## src/rtl/ifk_pkg.sv

```systemverilog
// Package for the IP flow key extractor: field widths, protocol codes,
// header offsets and the result record type. No dependencies.
package ifk_pkg;

  localparam int unsigned ByteW = 8;
  localparam int unsigned PortW = 16;
  localparam int unsigned AddrW = 64;
  localparam int unsigned PosW  = 7;
  localparam int unsigned OffW  = 6;

  localparam logic [7:0] PROTO_TCP = 8'h06;
  localparam logic [7:0] PROTO_UDP = 8'h11;

  localparam logic [3:0] NIBBLE_MASK = 4'hF;
  localparam logic [3:0] VER_IPV4    = 4'd4;
  localparam logic [3:0] VER_IPV6    = 4'd6;

  localparam logic [OffW-1:0] V6_HEADER_LEN = 6'd40;

  localparam logic [PosW-1:0] POS_MAX      = 7'd127;
  localparam logic [PosW-1:0] V4_PROTO_POS = 7'd9;
  localparam logic [PosW-1:0] V6_PROTO_POS = 7'd6;
  localparam logic [PosW-1:0] V4_SRC_FIRST = 7'd12;
  localparam logic [PosW-1:0] V4_SRC_LAST  = 7'd15;
  localparam logic [PosW-1:0] V4_DST_FIRST = 7'd16;
  localparam logic [PosW-1:0] V4_DST_LAST  = 7'd19;
  localparam logic [PosW-1:0] V6_SRC_FIRST = 7'd8;
  localparam logic [PosW-1:0] V6_SRC_MID   = 7'd16;
  localparam logic [PosW-1:0] V6_DST_FIRST = 7'd24;
  localparam logic [PosW-1:0] V6_DST_MID   = 7'd32;
  localparam logic [PosW-1:0] V6_DST_LAST  = 7'd39;
  localparam logic [PosW-1:0] V4_NEED_END  = 7'd19;
  localparam logic [PosW-1:0] V6_NEED_END  = 7'd39;

  typedef enum logic [1:0] {
    NET_UNKNOWN = 2'd0,
    NET_IPV4    = 2'd1,
    NET_IPV6    = 2'd2
  } net_kind_t;

  typedef enum logic [1:0] {
    TR_UNKNOWN = 2'd0,
    TR_TCP     = 2'd1,
    TR_UDP     = 2'd2
  } tr_kind_t;

  typedef struct packed {
    net_kind_t          network_kind;
    tr_kind_t           transport_kind;
    logic [AddrW-1:0]   source_addr_high;
    logic [AddrW-1:0]   source_addr_low;
    logic [AddrW-1:0]   dest_addr_high;
    logic [AddrW-1:0]   dest_addr_low;
    logic [PortW-1:0]   source_port;
    logic [PortW-1:0]   dest_port;
    logic               truncated;
  } key_t;

endpackage

```

## src/rtl/ifk_channels.sv

```systemverilog
// Valid/ready channel interfaces for the flow key extractor: packet bytes in,
// flow keys out. Depends on ifk_pkg for field widths.
interface ifk_byte_if import ifk_pkg::*; ();
  logic             valid;
  logic             ready;
  logic [ByteW-1:0] packet_byte;
  logic             last_byte;

  modport source (output valid, output packet_byte, output last_byte, input ready);
  modport sink   (input valid, input packet_byte, input last_byte, output ready);
endinterface

interface ifk_key_if import ifk_pkg::*; ();
  logic             valid;
  logic             ready;
  logic [1:0]       network_kind;
  logic [1:0]       transport_kind;
  logic [AddrW-1:0] source_addr_high;
  logic [AddrW-1:0] source_addr_low;
  logic [AddrW-1:0] dest_addr_high;
  logic [AddrW-1:0] dest_addr_low;
  logic [PortW-1:0] source_port;
  logic [PortW-1:0] dest_port;
  logic             truncated;

  modport source (output valid, output network_kind, output transport_kind,
                  output source_addr_high, output source_addr_low,
                  output dest_addr_high, output dest_addr_low,
                  output source_port, output dest_port, output truncated,
                  input ready);
  modport sink   (input valid, input network_kind, input transport_kind,
                  input source_addr_high, input source_addr_low,
                  input dest_addr_high, input dest_addr_low,
                  input source_port, input dest_port, input truncated,
                  output ready);
endinterface

```

## src/rtl/ip_flow_key_extractor.sv

```systemverilog
// A flow key reaches key_out through the input register, which takes its last byte
// when the request is accepted, and then the result queue, which the parse logic writes
// from that register with no stall in between.
// Throughput: one byte per cycle; the result queue of RESULT_DEPTH entries lets
// bytes keep flowing while finished keys wait, and byte_in stalls only when the queue,
// counting a last byte still held in the input register, is full.
// Reset (synchronous, rst high) empties the queue and the input register and
// clears all per-packet parse state; the next byte is taken as IP header byte 0.
module ip_flow_key_extractor
  import ifk_pkg::*;
#(
  parameter int unsigned RESULT_DEPTH = 4
) (
  input  logic       clk,
  input  logic       rst,
  ifk_byte_if.sink   byte_in,
  ifk_key_if.source  key_out
);

  localparam int unsigned PtrW = (RESULT_DEPTH > 1) ? $clog2(RESULT_DEPTH) : 1;
  localparam int unsigned CntW = $clog2(RESULT_DEPTH + 1);

  // Input register
  logic             s_valid;
  logic [ByteW-1:0] s_byte;
  logic             s_last;

  // Per-packet parse state
  logic [PosW-1:0]  byte_position, byte_position_next;
  logic [3:0]       ip_version_seen, ip_version_seen_next;
  logic [OffW-1:0]  payload_offset, payload_offset_next;
  logic [ByteW-1:0] next_protocol, next_protocol_next;
  logic [AddrW-1:0] src_hi, src_hi_next, src_lo, src_lo_next;
  logic [AddrW-1:0] dst_hi, dst_hi_next, dst_lo, dst_lo_next;
  logic [PortW-1:0] first_port, first_port_next;
  logic [PortW-1:0] second_port, second_port_next;

  // Result queue
  key_t             res_mem [RESULT_DEPTH];
  logic [PtrW-1:0]  wr_ptr, rd_ptr;
  logic [CntW-1:0]  count;
  key_t             result;
  key_t             head;

  logic             accept, push, pop;
  logic [CntW:0]    reserved;

  function automatic logic [AddrW-1:0] put_byte(input logic [AddrW-1:0] word,
                                                input logic [2:0] slot,
                                                input logic [ByteW-1:0] b);
    logic [AddrW-1:0] w;
    w = word;
    for (int i = 0; i < 8; i++) begin
      if (slot == 3'(i)) w[AddrW-1-8*i -: 8] = b;
    end
    return w;
  endfunction

  // A last byte waiting in the input register already holds a queue slot.
  assign reserved      = (CntW+1)'(count) + (CntW+1)'(s_valid & s_last);
  assign byte_in.ready = reserved < (CntW+1)'(RESULT_DEPTH);
  assign accept        = byte_in.valid & byte_in.ready;
  assign push          = s_valid & s_last;
  assign pop           = key_out.valid & key_out.ready;

  always_comb begin
    logic [3:0]      ver;
    logic [OffW-1:0] off;
    logic [PosW-1:0] pos;
    logic [PosW-1:0] off7;
    logic [PosW-1:0] need_end;
    logic            v4, v6;
    tr_kind_t        tr;

    pos = byte_position;
    if (pos == '0) begin
      ver = (s_byte[7:4] & NIBBLE_MASK);
      if (ver == VER_IPV4)      off = {s_byte[3:0], 2'b00};
      else if (ver == VER_IPV6) off = V6_HEADER_LEN;
      else                      off = '0;
    end else begin
      ver = ip_version_seen;
      off = payload_offset;
    end
    v4   = (ver == VER_IPV4);
    v6   = (ver == VER_IPV6);
    off7 = {1'b0, off};

    ip_version_seen_next = ver;
    payload_offset_next  = off;
    next_protocol_next   = next_protocol;
    src_hi_next          = src_hi;
    src_lo_next          = src_lo;
    dst_hi_next          = dst_hi;
    dst_lo_next          = dst_lo;
    first_port_next      = first_port;
    second_port_next     = second_port;

    if (v4) begin
      if (pos == V4_PROTO_POS) next_protocol_next = s_byte;
      if (pos >= V4_SRC_FIRST && pos <= V4_SRC_LAST)
        src_lo_next = put_byte(src_lo, pos[2:0], s_byte);
      if (pos >= V4_DST_FIRST && pos <= V4_DST_LAST)
        dst_lo_next = put_byte(dst_lo, pos[2:0] + 3'd4, s_byte);
    end else if (v6) begin
      if (pos == V6_PROTO_POS) next_protocol_next = s_byte;
      if (pos >= V6_SRC_FIRST && pos < V6_SRC_MID)
        src_hi_next = put_byte(src_hi, pos[2:0], s_byte);
      if (pos >= V6_SRC_MID && pos < V6_DST_FIRST)
        src_lo_next = put_byte(src_lo, pos[2:0], s_byte);
      if (pos >= V6_DST_FIRST && pos < V6_DST_MID)
        dst_hi_next = put_byte(dst_hi, pos[2:0], s_byte);
      if (pos >= V6_DST_MID && pos <= V6_DST_LAST)
        dst_lo_next = put_byte(dst_lo, pos[2:0], s_byte);
    end

    if (v4 || v6) begin
      if (pos == off7)         first_port_next  = {s_byte, 8'h00};
      if (pos == off7 + 7'd1)  first_port_next  = first_port_next | {8'h00, s_byte};
      if (pos == off7 + 7'd2)  second_port_next = {s_byte, 8'h00};
      if (pos == off7 + 7'd3)  second_port_next = second_port_next | {8'h00, s_byte};
    end

    byte_position_next = (pos == POS_MAX) ? pos : pos + 7'd1;

    if (next_protocol_next == PROTO_TCP)      tr = TR_TCP;
    else if (next_protocol_next == PROTO_UDP) tr = TR_UDP;
    else                                      tr = TR_UNKNOWN;

    need_end = v4 ? V4_NEED_END : V6_NEED_END;
    if (tr != TR_UNKNOWN && (off7 + 7'd3) > need_end) need_end = off7 + 7'd3;

    result = '0;
    if (v4 || v6) begin
      result.network_kind     = v4 ? NET_IPV4 : NET_IPV6;
      result.transport_kind   = tr;
      result.source_addr_high = src_hi_next;
      result.source_addr_low  = src_lo_next;
      result.dest_addr_high   = dst_hi_next;
      result.dest_addr_low    = dst_lo_next;
      result.source_port      = (tr != TR_UNKNOWN) ? first_port_next : '0;
      result.dest_port        = (tr != TR_UNKNOWN) ? second_port_next : '0;
      result.truncated        = (pos < need_end);
    end

    // The last byte of a packet starts the next packet from a clean slate.
    if (s_last) begin
      byte_position_next   = '0;
      ip_version_seen_next = '0;
      payload_offset_next  = '0;
      next_protocol_next   = '0;
      src_hi_next          = '0;
      src_lo_next          = '0;
      dst_hi_next          = '0;
      dst_lo_next          = '0;
      first_port_next      = '0;
      second_port_next     = '0;
    end
  end

  always_ff @(posedge clk) begin
    if (rst) begin
      s_valid <= 1'b0;
    end else begin
      s_valid <= accept;
    end
    if (accept) begin
      s_byte <= byte_in.packet_byte;
      s_last <= byte_in.last_byte;
    end
  end

  always_ff @(posedge clk) begin
    if (rst) begin
      byte_position   <= '0;
      ip_version_seen <= '0;
      payload_offset  <= '0;
      next_protocol   <= '0;
      src_hi          <= '0;
      src_lo          <= '0;
      dst_hi          <= '0;
      dst_lo          <= '0;
      first_port      <= '0;
      second_port     <= '0;
    end else if (s_valid) begin
      byte_position   <= byte_position_next;
      ip_version_seen <= ip_version_seen_next;
      payload_offset  <= payload_offset_next;
      next_protocol   <= next_protocol_next;
      src_hi          <= src_hi_next;
      src_lo          <= src_lo_next;
      dst_hi          <= dst_hi_next;
      dst_lo          <= dst_lo_next;
      first_port      <= first_port_next;
      second_port     <= second_port_next;
    end
  end

  always_ff @(posedge clk) begin
    if (push) begin
      res_mem[wr_ptr] <= result;
    end
  end

  always_ff @(posedge clk) begin
    if (rst) begin
      wr_ptr <= '0;
      rd_ptr <= '0;
      count  <= '0;
    end else begin
      if (push) begin
        wr_ptr <= (wr_ptr == PtrW'(RESULT_DEPTH - 1)) ? '0 : wr_ptr + 1'b1;
      end
      if (pop) begin
        rd_ptr <= (rd_ptr == PtrW'(RESULT_DEPTH - 1)) ? '0 : rd_ptr + 1'b1;
      end
      if (push && !pop) begin
        count <= count + 1'b1;
      end else if (pop && !push) begin
        count <= count - 1'b1;
      end
    end
  end

  assign head = res_mem[rd_ptr];

  assign key_out.valid            = (count != '0);
  assign key_out.network_kind     = head.network_kind;
  assign key_out.transport_kind   = head.transport_kind;
  assign key_out.source_addr_high = head.source_addr_high;
  assign key_out.source_addr_low  = head.source_addr_low;
  assign key_out.dest_addr_high   = head.dest_addr_high;
  assign key_out.dest_addr_low    = head.dest_addr_low;
  assign key_out.source_port      = head.source_port;
  assign key_out.dest_port        = head.dest_port;
  assign key_out.truncated        = head.truncated;

endmodule

```

## src/flat_wrapper.sv

```systemverilog
// flat-port wrapper written by rule: the top's interface ports become plain ports
module ip_flow_key_extractor_flat import ifk_pkg::*;
#(
  parameter int unsigned RESULT_DEPTH = 4
)
  (clk, rst, byte_in_valid, byte_in_packet_byte, byte_in_last_byte, byte_in_ready, key_out_valid, key_out_network_kind, key_out_transport_kind, key_out_source_addr_high, key_out_source_addr_low, key_out_dest_addr_high, key_out_dest_addr_low, key_out_source_port, key_out_dest_port, key_out_truncated, key_out_ready);
  ifk_byte_if byte_in_i ();
  ifk_key_if key_out_i ();
  input  logic clk;
  input  logic rst;
  input wire logic [$bits(byte_in_i.valid)-1:0] byte_in_valid;
  input wire logic [$bits(byte_in_i.packet_byte)-1:0] byte_in_packet_byte;
  input wire logic [$bits(byte_in_i.last_byte)-1:0] byte_in_last_byte;
  output wire logic [$bits(byte_in_i.ready)-1:0] byte_in_ready;
  output wire logic [$bits(key_out_i.valid)-1:0] key_out_valid;
  output wire logic [$bits(key_out_i.network_kind)-1:0] key_out_network_kind;
  output wire logic [$bits(key_out_i.transport_kind)-1:0] key_out_transport_kind;
  output wire logic [$bits(key_out_i.source_addr_high)-1:0] key_out_source_addr_high;
  output wire logic [$bits(key_out_i.source_addr_low)-1:0] key_out_source_addr_low;
  output wire logic [$bits(key_out_i.dest_addr_high)-1:0] key_out_dest_addr_high;
  output wire logic [$bits(key_out_i.dest_addr_low)-1:0] key_out_dest_addr_low;
  output wire logic [$bits(key_out_i.source_port)-1:0] key_out_source_port;
  output wire logic [$bits(key_out_i.dest_port)-1:0] key_out_dest_port;
  output wire logic [$bits(key_out_i.truncated)-1:0] key_out_truncated;
  input wire logic [$bits(key_out_i.ready)-1:0] key_out_ready;
  assign byte_in_i.valid = byte_in_valid;
  assign byte_in_i.packet_byte = byte_in_packet_byte;
  assign byte_in_i.last_byte = byte_in_last_byte;
  assign byte_in_ready = byte_in_i.ready;
  assign key_out_valid = key_out_i.valid;
  assign key_out_network_kind = key_out_i.network_kind;
  assign key_out_transport_kind = key_out_i.transport_kind;
  assign key_out_source_addr_high = key_out_i.source_addr_high;
  assign key_out_source_addr_low = key_out_i.source_addr_low;
  assign key_out_dest_addr_high = key_out_i.dest_addr_high;
  assign key_out_dest_addr_low = key_out_i.dest_addr_low;
  assign key_out_source_port = key_out_i.source_port;
  assign key_out_dest_port = key_out_i.dest_port;
  assign key_out_truncated = key_out_i.truncated;
  assign key_out_i.ready = key_out_ready;
  ip_flow_key_extractor #(.RESULT_DEPTH(RESULT_DEPTH)) u_core (.clk(clk), .rst(rst), .byte_in(byte_in_i), .key_out(key_out_i));
endmodule
```

## config.mk

```make
export PLATFORM = sky130hd
export DESIGN_NAME = ip_flow_key_extractor_flat
export DESIGN_NICKNAME = d
export VERILOG_FILES = /design/src/rtl/ifk_pkg.sv /design/src/rtl/ifk_channels.sv /design/src/rtl/ip_flow_key_extractor.sv /design/src/flat_wrapper.sv
export SDC_FILE = /design/constraint.sdc
export NUM_CORES = 2
export LEC_CHECK = 0
export BUFFER_PORTS_ARGS = -buffer_cell sky130_fd_sc_hd__clkbuf_2
export CELL_PAD_IN_SITES_DETAIL_PLACEMENT = 2
export CELL_PAD_IN_SITES_GLOBAL_PLACEMENT = 2
export CORE_UTILIZATION = 35
export CTS_BUF_LIST = sky130_fd_sc_hd__clkbuf_16
export CTS_CLUSTER_DIAMETER = 50
export DETAILED_ROUTE_END_ITERATION = 10
export PLACE_DENSITY = 0.6
export RECOVER_POWER = 50
export SKIP_LAST_GASP = 1
export SLEW_MARGIN = 20
export SYNTH_ARGS = -nofsm -noshare
export SYNTH_HDL_FRONTEND = slang
export SYNTH_SLANG_ARGS = --single-unit
```

## constraint.sdc

```tcl
create_clock -name clk -period 9.57 [get_ports clk]
set_input_delay 1.914 -clock clk [delete_from_list [all_inputs] [get_ports clk]]
set_output_delay 1.914 -clock clk [all_outputs]
set_load 0.005 [all_outputs]
```

==> qor.csv <==
metric;value;unit
grt.overflow.total;0;
io_buffers;307;
place_congestion;0.839;
ctsResizeCount;0;
yosysMostFrequentCell;edfxtp_1;
grt_pass1_vias;39400;
synth_edf_count;1181;
avgSynthCellArea;15.1;sq um
max_cap_violations;13;
worstReg2RegStart;u_core.s_last$_DFFE_PP_;
drt_pre_antenna_iters;6;
syn-num-nets;4031;
start_util;0.352;
synthArstFlopShare;0;
die_w;418;um
rows;152;
final_antenna_net_count;0;
peakVddDrop;0.200;mV
ys_ff_latch;1504;
synth.yosys.seq_area_share;0.694;
start_kind;flop;
dp_hpwl;116000;um
hold_buffers;0;
via_per_inst;5.41;
yosys.area_share.adder;0.00551;
cts_tree;yes;
rr_worst_depth;3;
fmax;136;MHz
required;9920;ps
grt_max_degree;132;
clock-sinks;1504;
synth_top_cells_by_count;edfxtp_1, nand2_1, nor2_1, dfxtp_1, mux4_2;
p_leak;21.1;nW
crit_start;u_core.s_last$_DFFE_PP_;
grt_use_total;0.221;
hold_start;u_core.dst_lo[32]$_SDFFE_PP0P_;
crit_path_max_fanout;47;
synth_top_area_cell;edfxtp_1;
synth_warnings;0;
dr.first_iter.drc_count;2331;
reg2reg_slack;2200;ps
coreArea;0.172;sq mm
htreeDepth;4;
synth.area.mux_share;0.124;
synth_top_area_share;0.587;
dpl_worst_slack;3760;ps
synth_compound_area_frac;0.0708;
holdPathStages;2;
outcome;finished with violations;
cp.arrival;7730;ps
netlist_instances;3992;
reg2reg_to;u_core.res_mem[0][251]$_DFFE_PP_;
hold_path.class;reg -> reg;
cts_setup_buffers;0;
fin_nets;4293;
cts_root_buf;clkbuf_16;
die_area;0.174;sq mm
slew_headroom;-2.03;
period_share;0.770;
synthSimpleGateAreaFrac;0.0765;
synth_area;0.0605;sq mm
cts_buffers;180;
cts.clk_slew.worst_paths;60;ps
wire_per_inst;28.9;um
clkLatencyLatePin;830;ps
rsz0062_at_grt;false;
violations;capacitance limit, slew limit;
vias;36400;
endpoint_kind;flop;
area_delta_synth_final;15.9;%
finalMaxSlewViolations;655;
drc_errors;0;
setup_ws;2200;ps
power_density;236;mW/mm^2
synth_xor_area_frac;0.00211;
tns;0;ps
synth_top_family_by_area;multiplexers;
ys_types;87;
setup_viol;0;
crit_type;reg -> reg;
period_needed;7370;ps
hold_viol;0;
antenna_found_initial;4;
fp.dieH;418;um
routed_wl;194000;um
drive_above_1_share;0.224;
max_slew.worst_pin.slew;4540;ps
synth_area_leaders;edfxtp_1, mux4_2, dfxtp_1;
grt_pass1_wl;281000;um
io_pins;308;
synth-main-ff-cell;edfxtp_1;
min_to;u_core.dst_lo[32]$_SDFFE_PP0P_;
clk_path_buf_depth;3;
timing.clock.skew;45.9;ps
## cell families after synthesis
family                     Yosys count
DFF                               1504
buffers and inverters              393
and+or+nand+nor                   1033
muxes                              385
AOI/OAI and AO/OA                  638
adders and majority gates           26
xor gates and xnor gates            13
## worst max path at each step
| stage | slack, ps | to | depth (start not counted) |
|---|---|---|---|
| floorplan | 1080 | u_core.res_mem[0][0]$_DFFE_PP_ | 4 |
| global placement | 3830 | u_core.res_mem[0][0]$_DFFE_PP_ | 24 |
| detailed placement | 3760 | u_core.res_mem[1][0]$_DFFE_PP_ | 24 |
| CTS | 3740 | u_core.res_mem[1][0]$_DFFE_PP_ | 24 |
| global route | 1700 | u_core.res_mem[0][277]$_DFFE_PP_ | 3 |
| finish | 2200 | u_core.res_mem[0][251]$_DFFE_PP_ | 3 |
## routing by layer
metal / vias up / share of wire / routed length, um / global-route usage
li1: 15800 / - / - / -
met1: 19500 / 0.44 / 84900 / 0.293
met2: 754 / 0.50 / 97700 / 0.377
met3: 252 / 0.035 / 6790 / 0.0300
met4: 0 / 0.024 / 4740 / 0.0633
met5: - / 0 / 0 / 0
## sequential cells by signal, indices dropped and copies added (netlist names), named ones only
| register | cells |
|---|---|
| u_core.ip_version_seen | 4 |
| u_core.dst_lo | 64 |
| u_core.s_valid | 1 |
| u_core.first_port | 16 |
| u_core.wr_ptr | 2 |
| u_core.s_byte | 8 |
| u_core.src_lo | 64 |
| u_core.byte_position | 7 |
| u_core.dst_hi | 64 |
| u_core.payload_offset | 6 |
| u_core.second_port | 16 |
| u_core.res_mem | 1172 |
| u_core.next_protocol | 8 |
| u_core.rd_ptr | 2 |
| u_core.src_hi | 64 |
| u_core.s_last | 1 |
| u_core.count | 3 |
## cells in the final DEF, fill, tap and decap left out, types with 7 or more instances in the layout
cell	instances
a21oi_1	237
a22o_1	16
a22oi_1	167
a31oi_1	12
and2_1	17
and2_2	8
and3_1	16
buf_4	65
bufinv_16	12
clkbuf_1	17
clkbuf_16	184
clkbuf_2	300
clkinv_1	31
clkinv_2	25
clkinvlp_4	9
dfxtp_1	319
edfxtp_1	1181
ha_1	25
inv_1	131
inv_6	10
mux2i_1	92
mux4_2	293
nand2_1	444
nand3_1	53
nand4_1	19
nor2_1	335
nor2b_1	16
nor3_1	35
o21a_1	33
o21ai_0	19
o21ai_1	19
o22ai_1	34
o32a_1	8
o32ai_1	40
or3_1	22
or3b_2	8
xor2_1	7
## per-stage QoR
step                      power [mW]  hold WS, ps  area [sq um]   util  instances
after floorplan                 8.88          429         60500      -       3992
after global placement          10.1          437         64300  0.375       6381
after detailed placement        10.1          451         64300  0.375       6382
after CTS                       16.8          458         70100  0.409       6718
after global routing            17.1          473         70000  0.408       6718
final                           16.5          453         70000  0.408       6720
## final cells by class
cell class	instances	area, sq um
Antenna cell	2	5.00
Clock inverter	152	1200
Sequential cell	1504	41900
Fill cell	16900	101000
Tap cell	2310	2890
Timing Repair Buffer	388	2170
Clock buffer	184	4600
Multi-Input combinational cell	2095	16900
Inverter	85	319
## worst max-delay path, stage by stage (launching register included)
cell and delay [ps]:
edfxtp_1 340, clkbuf_1 1720, and3_1 2450, clkbuf_1 2300
## power by group
group	internal, mW	leakage (nW)	switching [mW]
sequential	7.14	12.2	0.0974
combinational	1.08	5.87	1.56
clock	3.84	3.01	2.83
total	12.1	21.1	4.49
Power figures use the tool's default switching activity.
